File: config.mk
export PLATFORM = sky130hd
export DESIGN_NAME = rational_fraction_alu
export DESIGN_NICKNAME = d
export VERILOG_FILES = /design/src/sv/rfa_pkg.sv /design/src/sv/rational_fraction_alu.sv /design/src/sv/rfa_front.sv /design/src/sv/rfa_back.sv
export SDC_FILE = /design/constraint.sdc
export NUM_CORES = 2
export LEC_CHECK = 0
export ABC_CLOCK_PERIOD_IN_PS = 14300
export BUFFER_PORTS_ARGS = -buffer_cell sky130_fd_sc_hd__buf_2
export CAP_MARGIN = 20
export CORE_MARGIN = 2
export CORE_UTILIZATION = 55
export CTS_CLUSTER_SIZE = 30
export DETAILED_ROUTE_END_ITERATION = 12
export PLACE_DENSITY = 0.74
export SLEW_MARGIN = 20
export SYNTH_ARGS = -nofsm -noshare
export SYNTH_HDL_FRONTEND = slang
export SYNTH_SLANG_ARGS = --single-unit
File: constraint.sdc
create_clock -name clk -period 14.3 [get_ports clk]
set_clock_uncertainty 0.2 [all_clocks]
set_input_delay 0.715 -clock clk [delete_from_list [all_inputs] [get_ports clk]]
set_output_delay 0.715 -clock clk [all_outputs]
set_load 0.05 [all_outputs]
File: src/sv/rfa_pkg.sv
// Package for the rational fraction ALU: opcodes, widths and the command class type.
// Used by rfa_front, rfa_back and rational_fraction_alu. No dependencies.
package rfa_pkg;

	localparam int OperandWidth = 16;
	localparam int ResultWidth  = 33;
	localparam int OpcodeWidth  = 3;

	typedef enum logic [OpcodeWidth-1:0] {
		OP_ADD = 3'd0,
		OP_SUB = 3'd1,
		OP_MUL = 3'd2,
		OP_DIV = 3'd3,
		OP_INV = 3'd4
	} opcode_t;

	// classification made by the front end
	typedef enum logic [2:0] {
		CLS_ADDSUB,
		CLS_MUL,
		CLS_DIV,
		CLS_INV,
		CLS_BAD,
		CLS_NONE
	} op_class_t;

endpackage

File: src/sv/rational_fraction_alu.sv
// Rational fraction ALU, top level: front end, command queue, back end, output register.
// Depends on rfa_pkg, rfa_front and rfa_back.
// From acceptance to out_valid: inverse, bad input and unused opcodes are answered from
// the idle state; multiply and divide pass through the product state; add and subtract
// run the Euclid remainders, d1/g and d2/g on the divider, then the scale and LCM states,
// plus any time spent waiting in the queue. The back end takes one transaction at a time,
// and the next in the cycle after its result is accepted; the two-entry queue takes input while not full.
// Reset (arst_n low) empties the queue and drops out_valid at once.
module rational_fraction_alu #(
	parameter int OPERAND_WIDTH = rfa_pkg::OperandWidth
) (
	input  logic                                  clk,
	input  logic                                  arst_n,
	input  logic                                  in_valid,
	output logic                                  in_ready,
	input  logic [rfa_pkg::OpcodeWidth-1:0]        opcode,
	input  logic signed [OPERAND_WIDTH-1:0]       first_numerator,
	input  logic signed [OPERAND_WIDTH-1:0]       first_denominator,
	input  logic signed [OPERAND_WIDTH-1:0]       second_numerator,
	input  logic signed [OPERAND_WIDTH-1:0]       second_denominator,
	output logic                                  out_valid,
	input  logic                                  out_ready,
	output logic signed [rfa_pkg::ResultWidth-1:0] result_numerator,
	output logic signed [rfa_pkg::ResultWidth-1:0] result_denominator,
	output logic                                  bad_denominator
);

	logic                            cmd_valid, cmd_ready, cmd_sub;
	rfa_pkg::op_class_t              cmd_cls;
	logic signed [OPERAND_WIDTH-1:0] cmd_n1, cmd_d1, cmd_n2, cmd_d2;
	logic [rfa_pkg::ResultWidth-1:0] res_num, res_den;

	rfa_front #(.OPERAND_WIDTH(OPERAND_WIDTH)) u_front (
		.clk, .arst_n,
		.valid(in_valid), .ready(in_ready), .opcode,
		.first_numerator, .first_denominator, .second_numerator, .second_denominator,
		.cmd_valid, .cmd_ready, .cmd_cls, .cmd_sub,
		.cmd_n1, .cmd_d1, .cmd_n2, .cmd_d2
	);

	rfa_back #(.OPERAND_WIDTH(OPERAND_WIDTH)) u_back (
		.clk, .arst_n,
		.cmd_valid, .cmd_ready, .cmd_cls, .cmd_sub,
		.cmd_n1, .cmd_d1, .cmd_n2, .cmd_d2,
		.res_valid(out_valid), .res_ready(out_ready),
		.res_num, .res_den, .res_bad(bad_denominator)
	);

	assign result_numerator   = res_num;
	assign result_denominator = res_den;

	// a flagged result carries zero parts
	a_bad_zero: assert property (@(posedge clk) disable iff (!arst_n)
		out_valid && bad_denominator |-> result_numerator == '0 && result_denominator == '0)
		else $error("bad_denominator with nonzero result");

	// the back end takes no command while a result waits
	a_no_take: assert property (@(posedge clk) disable iff (!arst_n)
		out_valid |-> !cmd_ready)
		else $error("command taken while result pending");

	// a waiting result holds its payload
	a_out_hold: assert property (@(posedge clk) disable iff (!arst_n)
		out_valid && !out_ready |=> out_valid && $stable(result_numerator)
			&& $stable(result_denominator) && $stable(bad_denominator))
		else $error("result changed while waiting");

endmodule

File: src/sv/rfa_front.sv
// Front end: accepts transactions, classifies the opcode and pushes a command
// into a two-entry queue toward the back end. Depends on rfa_pkg.
module rfa_front #(
	parameter int OPERAND_WIDTH = rfa_pkg::OperandWidth
) (
	input  logic                                 clk,
	input  logic                                 arst_n,
	input  logic                                 valid,
	output logic                                 ready,
	input  logic [rfa_pkg::OpcodeWidth-1:0]       opcode,
	input  logic signed [OPERAND_WIDTH-1:0]      first_numerator,
	input  logic signed [OPERAND_WIDTH-1:0]      first_denominator,
	input  logic signed [OPERAND_WIDTH-1:0]      second_numerator,
	input  logic signed [OPERAND_WIDTH-1:0]      second_denominator,
	output logic                                 cmd_valid,
	input  logic                                 cmd_ready,
	output rfa_pkg::op_class_t                   cmd_cls,
	output logic                                 cmd_sub,
	output logic signed [OPERAND_WIDTH-1:0]      cmd_n1,
	output logic signed [OPERAND_WIDTH-1:0]      cmd_d1,
	output logic signed [OPERAND_WIDTH-1:0]      cmd_n2,
	output logic signed [OPERAND_WIDTH-1:0]      cmd_d2
);

	localparam int Depth = 2;

	typedef struct packed {
		rfa_pkg::op_class_t cls;
		logic               sub;
		logic [OPERAND_WIDTH-1:0] n1;
		logic [OPERAND_WIDTH-1:0] d1;
		logic [OPERAND_WIDTH-1:0] n2;
		logic [OPERAND_WIDTH-1:0] d2;
	} cmd_t;

	cmd_t       entry_q [Depth];
	logic       wr_ptr_q, rd_ptr_q;
	logic [1:0] count_q;
	cmd_t       new_cmd;
	logic       push, pop;

	// classify
	always_comb begin
		new_cmd.sub = (opcode == rfa_pkg::OP_SUB);
		new_cmd.n1  = first_numerator;
		new_cmd.d1  = first_denominator;
		new_cmd.n2  = second_numerator;
		new_cmd.d2  = second_denominator;
		unique case (opcode)
			rfa_pkg::OP_ADD, rfa_pkg::OP_SUB: begin
				if (first_denominator <= 0 || second_denominator <= 0)
					new_cmd.cls = rfa_pkg::CLS_BAD;
				else
					new_cmd.cls = rfa_pkg::CLS_ADDSUB;
			end
			rfa_pkg::OP_MUL: new_cmd.cls = rfa_pkg::CLS_MUL;
			rfa_pkg::OP_DIV: new_cmd.cls = rfa_pkg::CLS_DIV;
			rfa_pkg::OP_INV: new_cmd.cls = rfa_pkg::CLS_INV;
			default:         new_cmd.cls = rfa_pkg::CLS_NONE;
		endcase
	end

	assign ready     = (count_q != 2'(Depth));
	assign push      = valid && ready;
	assign cmd_valid = (count_q != 2'd0);
	assign pop       = cmd_valid && cmd_ready;

	assign cmd_cls = entry_q[rd_ptr_q].cls;
	assign cmd_sub = entry_q[rd_ptr_q].sub;
	assign cmd_n1  = entry_q[rd_ptr_q].n1;
	assign cmd_d1  = entry_q[rd_ptr_q].d1;
	assign cmd_n2  = entry_q[rd_ptr_q].n2;
	assign cmd_d2  = entry_q[rd_ptr_q].d2;

	// queue pointers
	always_ff @(posedge clk or negedge arst_n) begin
		if (!arst_n) begin
			wr_ptr_q <= 1'b0;
			rd_ptr_q <= 1'b0;
			count_q  <= 2'd0;
		end else begin
			if (push) wr_ptr_q <= ~wr_ptr_q;
			if (pop)  rd_ptr_q <= ~rd_ptr_q;
			count_q <= count_q + 2'(push) - 2'(pop);
		end
	end

	// queue storage
	always_ff @(posedge clk) begin
		if (push) entry_q[wr_ptr_q] <= new_cmd;
	end

endmodule

File: src/sv/rfa_back.sv
// Back end: sequencer for one command at a time. Euclid and the quotients d/g by a
// radix-2 restoring divider, products by two registered multiplies. Depends on rfa_pkg.
module rfa_back #(
	parameter int OPERAND_WIDTH = rfa_pkg::OperandWidth
) (
	input  logic                                   clk,
	input  logic                                   arst_n,
	input  logic                                   cmd_valid,
	output logic                                   cmd_ready,
	input  rfa_pkg::op_class_t                     cmd_cls,
	input  logic                                   cmd_sub,
	input  logic signed [OPERAND_WIDTH-1:0]        cmd_n1,
	input  logic signed [OPERAND_WIDTH-1:0]        cmd_d1,
	input  logic signed [OPERAND_WIDTH-1:0]        cmd_n2,
	input  logic signed [OPERAND_WIDTH-1:0]        cmd_d2,
	output logic                                   res_valid,
	input  logic                                   res_ready,
	output logic [rfa_pkg::ResultWidth-1:0]        res_num,
	output logic [rfa_pkg::ResultWidth-1:0]        res_den,
	output logic                                   res_bad
);

	localparam int W   = OPERAND_WIDTH;
	localparam int RW  = rfa_pkg::ResultWidth;
	localparam int CW  = $clog2(W + 1);

	typedef enum logic [2:0] {
		S_IDLE, S_DIV, S_PROD, S_SCALE, S_LCM
	} state_t;

	// what the divider is working on
	typedef enum logic [1:0] {
		PH_GCD, PH_Q1, PH_Q2
	} div_phase_t;

	state_t                state_q;
	div_phase_t            phase_q;
	logic                  sub_q;
	logic signed [W-1:0]   n1_q, n2_q;
	logic [W-1:0]          d1_q, d2_q;
	logic [W-1:0]          quo_q, rem_q, dvs_q;   // divider: dividend/quotient, remainder, divisor
	logic [W-1:0]          q1_q;                  // d1/g
	logic [CW-1:0]         cnt_q;
	logic signed [W-1:0]   x1_q, y1_q, x2_q, y2_q; // multiplier operands
	logic [RW-1:0]         s1_q, s2_q;
	logic [RW-1:0]         num_q, den_q;
	logic                  bad_q;
	logic [W:0]            shifted, trial;
	logic [W-1:0]          rem_next, quo_next;
	logic signed [2*W-1:0] prod_a, prod_b;

	assign cmd_ready = (state_q == S_IDLE) && !res_valid;
	assign res_num   = num_q;
	assign res_den   = den_q;
	assign res_bad   = bad_q;

	// one restoring division step: rem_q:quo_q / dvs_q
	assign shifted  = {rem_q, quo_q[W-1]};
	assign trial    = shifted - {1'b0, dvs_q};
	assign rem_next = trial[W] ? shifted[W-1:0] : trial[W-1:0];
	assign quo_next = {quo_q[W-2:0], ~trial[W]};

	// shared multipliers
	assign prod_a = (2*W)'(x1_q) * (2*W)'(y1_q);
	assign prod_b = (2*W)'(x2_q) * (2*W)'(y2_q);

	always_ff @(posedge clk or negedge arst_n) begin
		if (!arst_n) begin
			state_q   <= S_IDLE;
			phase_q   <= PH_GCD;
			res_valid <= 1'b0;
			sub_q     <= 1'b0;
			n1_q      <= '0;
			n2_q      <= '0;
			d1_q      <= '0;
			d2_q      <= '0;
			quo_q     <= '0;
			rem_q     <= '0;
			dvs_q     <= '0;
			q1_q      <= '0;
			cnt_q     <= '0;
			x1_q      <= '0;
			y1_q      <= '0;
			x2_q      <= '0;
			y2_q      <= '0;
			s1_q      <= '0;
			s2_q      <= '0;
			num_q     <= '0;
			den_q     <= '0;
			bad_q     <= 1'b0;
		end else begin
			unique case (state_q)
				S_IDLE: begin
					if (res_valid) begin
						if (res_ready) res_valid <= 1'b0;
					end else if (cmd_valid) begin
						sub_q <= cmd_sub;
						n1_q  <= cmd_n1;
						n2_q  <= cmd_n2;
						d1_q  <= cmd_d1;
						d2_q  <= cmd_d2;
						unique case (cmd_cls)
							rfa_pkg::CLS_ADDSUB: begin
								bad_q   <= 1'b0;
								quo_q   <= cmd_d1;
								rem_q   <= '0;
								dvs_q   <= cmd_d2;
								cnt_q   <= CW'(W);
								phase_q <= PH_GCD;
								state_q <= S_DIV;
							end
							rfa_pkg::CLS_MUL: begin
								bad_q   <= 1'b0;
								x1_q    <= cmd_n1;
								y1_q    <= cmd_n2;
								x2_q    <= cmd_d1;
								y2_q    <= cmd_d2;
								state_q <= S_PROD;
							end
							rfa_pkg::CLS_DIV: begin
								bad_q   <= 1'b0;
								x1_q    <= cmd_n1;
								y1_q    <= cmd_d2;
								x2_q    <= cmd_d1;
								y2_q    <= cmd_n2;
								state_q <= S_PROD;
							end
							rfa_pkg::CLS_INV: begin
								bad_q     <= 1'b0;
								num_q     <= RW'(cmd_d1);
								den_q     <= RW'(cmd_n1);
								res_valid <= 1'b1;
							end
							rfa_pkg::CLS_BAD: begin
								bad_q     <= 1'b1;
								num_q     <= '0;
								den_q     <= '0;
								res_valid <= 1'b1;
							end
							default: begin
								bad_q     <= 1'b0;
								num_q     <= '0;
								den_q     <= '0;
								res_valid <= 1'b1;
							end
						endcase
					end
				end
				// bit-serial division, used for Euclid remainders, d1/g and d2/g
				S_DIV: begin
					if (cnt_q != CW'(1)) begin
						rem_q <= rem_next;
						quo_q <= quo_next;
						cnt_q <= cnt_q - CW'(1);
					end else begin
						unique case (phase_q)
							PH_GCD: begin
								if (rem_next == '0) begin
									// dvs_q is the gcd: divide d1 by it
									quo_q   <= d1_q;
									rem_q   <= '0;
									cnt_q   <= CW'(W);
									phase_q <= PH_Q1;
								end else begin
									quo_q <= dvs_q;
									dvs_q <= rem_next;
									rem_q <= '0;
									cnt_q <= CW'(W);
								end
							end
							PH_Q1: begin
								q1_q    <= quo_next;
								quo_q   <= d2_q;
								rem_q   <= '0;
								cnt_q   <= CW'(W);
								phase_q <= PH_Q2;
							end
							PH_Q2: begin
								// scale factors: L/d1 = d2/g, L/d2 = d1/g
								x1_q    <= n1_q;
								y1_q    <= signed'(quo_next);
								x2_q    <= n2_q;
								y2_q    <= signed'(q1_q);
								state_q <= S_SCALE;
							end
							default: state_q <= S_IDLE;
						endcase
					end
				end
				// multiply and divide products
				S_PROD: begin
					num_q     <= RW'(prod_a);
					den_q     <= RW'(prod_b);
					res_valid <= 1'b1;
					state_q   <= S_IDLE;
				end
				// scaled numerators, then L = (d1/g) * d2
				S_SCALE: begin
					s1_q    <= RW'(prod_a);
					s2_q    <= RW'(prod_b);
					x1_q    <= signed'(q1_q);
					y1_q    <= signed'(d2_q);
					state_q <= S_LCM;
				end
				S_LCM: begin
					num_q     <= sub_q ? s1_q - s2_q : s1_q + s2_q;
					den_q     <= RW'(prod_a);
					res_valid <= 1'b1;
					state_q   <= S_IDLE;
				end
				default: state_q <= S_IDLE;
			endcase
		end
	end

endmodule

### Yosys cells after proc, flatten, opt, wreduce, memory -nomap -nowiden

Memory sizes are Yosys's and may differ from the RTL's.
Index checks and enable logic that the tools add are counted.
W data, S select, Z words.

| operators by class | value |
|---|---|
| multipliers | 2 |
| $add $sub $neg | 6 |
| reductions and logical operators | 32 |
| divide/modulo/power cells | 0 |
| bitwise logic cells | 5 |
| magnitude comparators | 2 |
| muxes and demuxes | 83 |
| equality and inequality tests | 32 |
| shift-type cells | 0 |

Operators with widths:

| operator | count |
|---|---|
| $mux W16 | 35 |
| $pmux W16 S2 | 8 |
| $pmux W33 S3 | 2 |
| $mux W33 | 5 |
| $pmux W33 S2 | 2 |
| $pmux W16 S3 | 2 |
| $mul A16 B16 Y32 | 2 |
| $add A32 B32 Y33 | 1 |
| $sub A32 B32 Y33 | 1 |
| $le A16 B1 Y1 const B | 2 |
| $mux W5 | 5 |
| $reduce_and A6 Y1 | 4 |
| $ne A2 B2 Y1 const B | 10 |
| $eq A3 B2 Y1 const B | 6 |
| $sub A17 B16 Y17 | 1 |
| $logic_not A16 Y1 | 1 |
| $reduce_and A5 Y1 | 3 |
| $reduce_and A7 Y1 | 2 |
| $mux W3 | 4 |
| $pmux W3 S2 | 2 |
| $pmux W3 S4 | 1 |
| $mux W2 | 5 |
| $pmux W5 S2 | 1 |
| $eq A3 B1 Y1 const B | 3 |
| other kinds (27) | 54 |

| word-level totals | value |
|---|---|
| ROM bits | 0 |
| output and inout port bits | 69 |
| word-level logic and storage cells | 188 |
| bits in latches | 0 |
| flip-flop bits (word level) | 339 |
| bits in writable memories | 136 |
| memories | 1 |
| bits of input ports | 71 |

Memories:

| memory | words | width | read ports | clocked after Yosys merged registers in | wr ports | RTL line | RTL |
|---|---|---|---|---|---|---|---|
| u_front.entry_q | 2 | 68 | 1 | 0 | 1 | rfa_front.sv:36 | `cmd_t entry_q [Depth];` |

### Depth between registers and ports, before layout

| logic depth | value |
|---|---|
| depth after elaboration | 7 |
| mapped depth | 25 |
| depth with buffers taken out | 23 |

### Modules after synthesis

From an unflattened synthesis, not the netlist that was laid out.

| second synthesis, totals | value |
|---|---|
| cell total of the unflattened synthesis | 4326 |
| area, all modules | 43133.9 sq um |

Modules (own cells, without submodules):

| module | area each (sq um) | cells each | times used | seq. area each (sq um) |
|---|---|---|---|---|
| rfa_back | 37868.8 | 4077 | 1 | 8358.0 |
| rfa_front | 5265.0 | 249 | 1 | 4184.0 |

### Worst setup path after synthesis

No wires, ideal clock.

| path | value |
|---|---|
| path kind | reg-to-reg |
| start point | register u_back.y1_q[7] |
| end point | register u_back.num_q[23], in the netlist u_back.res_num[23] |
| period minus slack after synthesis | 6.642 ns |
| data arrival time | 6.316 ns |
| data required time | 13.974 ns |
| slack | 7.658 ns |
| path buffers | 2 |
| library setup time | 0.126 ns |
| stages on the path, launching flop included | 24 |
| path through | dfrtp_1 > clkbuf_1 > clkbuf_1 > nand2_1 > fa_1 > inv_1 > fa_1 > fa_1 > fa_1 > fa_1 > inv_1 > fa_1 > inv_1 > ha_1 > a211oi_1 > nand2_1 > a211o_1 > and3_1 > or3_1 > a21o_1 > a41oi_1 > xor2_1 > nor2_1 > o32a_1 |

| between the ends | value |
|---|---|
| cells in the longest elaborated chain, start to end | 2 |

Ends and longest elaborated chain:

| what | RTL line | RTL |
|---|---|---|
| from (decl) | rfa_back.sv:44 | `logic signed [W-1:0] x1_q, y1_q, x2_q, y2_q;` |
| from (signal assigned) | rfa_back.sv:115 | `y1_q <= cmd_n2;` |
| from (signal assigned) | rfa_back.sv:123 | `y1_q <= cmd_d2;` |
| from (signal assigned) | rfa_back.sv:181 | `y1_q <= signed'(quo_next);` |
| $mul A16 B16 Y32 | rfa_back.sv:64 | `assign prod_a = (2*W)'(x1_q) * (2*W)'(y1_q);` |
| $pmux W33 S3 | rfa_back.sv:92 | `unique case (state_q)` |
| to (signal assigned) | rfa_back.sv:130 | `num_q <= RW'(cmd_d1);` |
| to (signal assigned) | rfa_back.sv:192 | `num_q <= RW'(prod_a);` |
| to (signal assigned) | rfa_back.sv:206 | `num_q <= sub_q ? s1_q - s2_q : s1_q + s2_q;` |
| to (decl) | rfa_back.sv:46 | `logic [RW-1:0] num_q, den_q;` |

Every way passes these cells.
A chain may end at the register's enable or synchronous reset.

### Worst setup path after layout

| path | value |
|---|---|
| start point | register u_back.x1_q[15] |
| end point | register u_back.num_q[32], in the netlist u_back.res_num[32] |

| between the ends | value |
|---|---|
| cells in the longest elaborated chain, start to end | 2 |

Ends and longest elaborated chain:

| what | RTL line | RTL |
|---|---|---|
| from (decl) | rfa_back.sv:44 |  |
| from (signal assigned) | rfa_back.sv:114 | `x1_q <= cmd_n1;` |
| from (signal assigned) | rfa_back.sv:122 | `x1_q <= cmd_n1;` |
| from (signal assigned) | rfa_back.sv:180 | `x1_q <= n1_q;` |
| $mul A16 B16 Y32 | rfa_back.sv:64 |  |
| $pmux W33 S3 | rfa_back.sv:92 |  |

Every way passes these cells.

==> impl_metrics.env <==
export IMPL_ys_types=93
export IMPL_clock_latency_ns=0.64
export IMPL_vias=31900
export IMPL_pin_count=140
export IMPL_status="completed"
export IMPL_dieArea_um2=80080
export IMPL_fmax_ghz=0.1348
export IMPL_yosys_warnings=0
export IMPL_clk_pin_slew_ns=0.06
export IMPL_crit_start="u_back.x1_q[15]"
export IMPL_maxCapViolations=0
export IMPL_rsz0062_at_grt="false"
export IMPL_ys_seq_area_share_pct=29.30
export IMPL_worstPathCellList="nand2_1 -> inv_1 -> fa_1 -> fa_1 -> fa_1 -> fa_1 -> fa_1 -> inv_1 -> fa_1 -> inv_1 -> ha_1 -> and4_1 -> and4_1 -> nand4_1 -> a31oi_1 -> a221o_1 -> xor2_1 -> o21ai_0 -> o32a_1"
export IMPL_drc=0
export IMPL_core_area_um2=77210
export IMPL_h_tree_depth=2
export IMPL_hold_class="in2reg"
export IMPL_crit_type="reg2reg"
export IMPL_syn_num_nets=5191
export IMPL_ys_flop_type="dfrtp_1"
export IMPL_initial_core_util_pct=55.44
export IMPL_critical_path_top_delay_family="adder cells"
export IMPL_viasPerCell=5.811
export IMPL_syn_area_per_cell_um2=9.780
export IMPL_required_ns=14.62
export IMPL_setup_viol=0
export IMPL_slowest_stage="fa_1"
export IMPL_fp_dieW_um=283.0
export IMPL_ys_async_sr_fraction_pct=71.31
export IMPL_postCtsHoldBufs=1
export IMPL_critPathMaxFanout=17
export IMPL_crit_path_frequent_cell="fa_1"
export IMPL_grt_pass1_wl_um=186800
export IMPL_grt_pass1_vias=31990
export IMPL_max_slew_worst_pin_slew_ns=1.124
export IMPL_die_h_um=283.0
export IMPL_portBuffers=139
export IMPL_hold_path_startpoint="second_numerator[11]"
export IMPL_ant_nets=0
export IMPL_ff_latch_area_um2=12550
export IMPL_row_count=102
export IMPL_drive_gt1_share_pct=8.260
export IMPL_cp_end_kind="flop"
export IMPL_numClockSinks=474
export IMPL_final_hold_violation_count=0
export IMPL_setup_tns_ns=0
export IMPL_final_min_clock_period_ns=7.420
export IMPL_cts_resized=0
export IMPL_antenna_found_initial=4
export IMPL_grt_usage_pct=29.97
export IMPL_post_cts_buffers=0
export IMPL_r2r_end="u_back.res_num[32]"
export IMPL_nets=5215
export IMPL_final_cells=5489
export IMPL_totalWireLength_um=119100
export IMPL_syn_area_um2=42810
export IMPL_cts_tree="yes"
export IMPL_ff2ff_path_depth=19
export IMPL_cts_made_buffers=51
export IMPL_reg2reg_slack_ns=6.88
export IMPL_hold_end="u_front.entry_q[1][27]"
export IMPL_root_buffer="clkbuf_16"
export IMPL_grt_max_degree=107
export IMPL_syn2layout_area_growth_pct=7.813
export IMPL_holdPathStages=1
export IMPL_synth_edff_count=136
export IMPL_cts_buffer_depth=3
export IMPL_gp_congestion=0.9581
export IMPL_critPathBufInv=3
export IMPL_multi_input_area_um2=27180
export IMPL_maxSlewHeadroom_pct=22.91
export IMPL_critical_path_max_stage_delay_ns=0.90
export IMPL_first_iter_violations=3141
export IMPL_drt_first_pass_iters=7
export IMPL_nFillCells=6346
export IMPL_netlist_instances=4377
export IMPL_post_drt_wl_per_cell_um=21.70
export IMPL_ys_ff_latch=474
export IMPL_final_util_pct=59.77
export IMPL_slew_violations=0
export IMPL_min_period_over_period_pct=51.89
export IMPL_cp_arrival_ns=7.74
export IMPL_gr_total_overflow=0
export IMPL_timing_rr_start="u_back.x1_q[15]"
export IMPL_place_inst=5387
export IMPL_hpwl_um=91030
export IMPL_cp_start_kind="flop"
area by class of cell:
cell class / instances / area share (%)
Sequential cell: 474 / 27.19
Inverter: 625 / 5.083
Tap cell: 1040 / 2.819
Timing Repair Buffer: 179 / 2.185
Clock inverter: 33 / 0.8919
Multi-Input combinational cell: 3070 / 58.90
Antenna cell: 6 / 0.03253
Clock buffer: 62 / 2.898
flip-flops by register name, summed over array words and instances, names as in the netlist, 32 cells and up:
| name | cells |
|---|---|
| u_back.s2_q | 32 |
| u_front.entry_q | 136 |
| u_back.res_num | 33 |
| u_back.res_den | 32 |
| u_back.s1_q | 32 |
cell usage in the layout, fill, tap and decap left out, types with 8 or more instances in the layout:
| cell type | count |
|---|---|
| nand2_1 | 542 |
| o21a_1 | 41 |
| nor4_1 | 21 |
| clkbuf_16 | 51 |
| o221ai_1 | 22 |
| nor3_1 | 32 |
| nor2b_1 | 32 |
| or3_1 | 10 |
| a211oi_1 | 35 |
| mux2_2 | 66 |
| nand3_1 | 14 |
| nand2b_1 | 26 |
| o31ai_1 | 11 |
| xnor2_1 | 100 |
| xor2_1 | 43 |
| buf_2 | 138 |
| a21oi_1 | 192 |
| a21o_1 | 46 |
| clkbuf_1 | 9 |
| o211ai_1 | 8 |
| and2_1 | 261 |
| edfxtp_1 | 136 |
| nor2_1 | 202 |
| nand4_1 | 9 |
| dfrtp_1 | 336 |
| mux2i_1 | 102 |
| a31oi_1 | 24 |
| o21ai_1 | 67 |
| and3_1 | 9 |
| ha_1 | 217 |
| fa_1 | 526 |
| buf_4 | 39 |
| inv_1 | 624 |
| a221oi_1 | 32 |
| o21bai_1 | 12 |
| a221oi_2 | 10 |
| o22ai_1 | 17 |
| o21ai_0 | 221 |
through the flow:
| stage | area [µm²] | hold WS (ns) | setup slack (ns) |
|---|---|---|---|
| after floorplan | 42810 | 0.2194 | 7.658 |
| after CTS | 46130 | 0.04131 | 6.934 |
| after detailed placement | 44370 | 0.2614 | 6.934 |
| after global placement | 44370 | 0.2572 | 7.070 |
| final | 46150 | 0.06216 | 6.880 |
| after global routing | 46140 | 0.05028 | 6.571 |
cell families after synthesis:
logic type               count (synthesis)  share of synthesized area, %
multiplexers                           172                         4.221
AO/OA/AOI/OAI                          809                         11.89
buffers and inverters                  833                         7.445
adder cells (fa/ha/maj)                743                         30.94
XOR/XNOR                               143                         2.926
AND/OR/NAND/NOR                       1203                         13.28
flip-flops                             474                         29.30
layer usage:
layer  GRT usage (%)  share of wire, %
met1           42.82                42
met2           45.27                44
met3           7.303                10
met4           9.495               3.3
met5               0            0.0076
synthesized netlist by cell type (all sizes together) (12+ instances only):
cell type	n	area share, %
a21o	46	0.81
xnor2	100	2.0
nand3	14	0.16
clkbuf	194	1.8
mux2i	104	2.4
ha	217	6.3
a211oi	36	0.64
mux2	68	1.8
o221ai	22	0.45
o21bai	12	0.21
nor2	203	1.8
o21a	41	0.72
buf	14	0.18
and2	264	3.9
xor2	43	0.88
a21oi	194	2.3
nand2	544	4.8
nor4	22	0.36
a31oi	24	0.35
edfxtp	136	9.5
dfrtp	338	20
nand2b	27	0.39
a221oi	42	1.0
nor2b	35	0.51
o22ai	17	0.25
nor3	32	0.37
inv	625	5.5
fa	526	25
o21ai	288	3.4
how the worst max path moves through the flow:
stage,end,cells after the start
6_report,u_back.res_num[32],19
5_1_grt,u_back.res_num[32],19
4_1_cts,u_back.res_num[32],19
2_1_floorplan,u_back.res_num[23],23
3_5_place_dp,u_back.res_num[32],19
3_3_place_gp,u_back.res_num[32],18
Power is left out: the tool's default activity adds up to more than one toggle a clock period on the data nets, which glitch-free logic cannot reach.
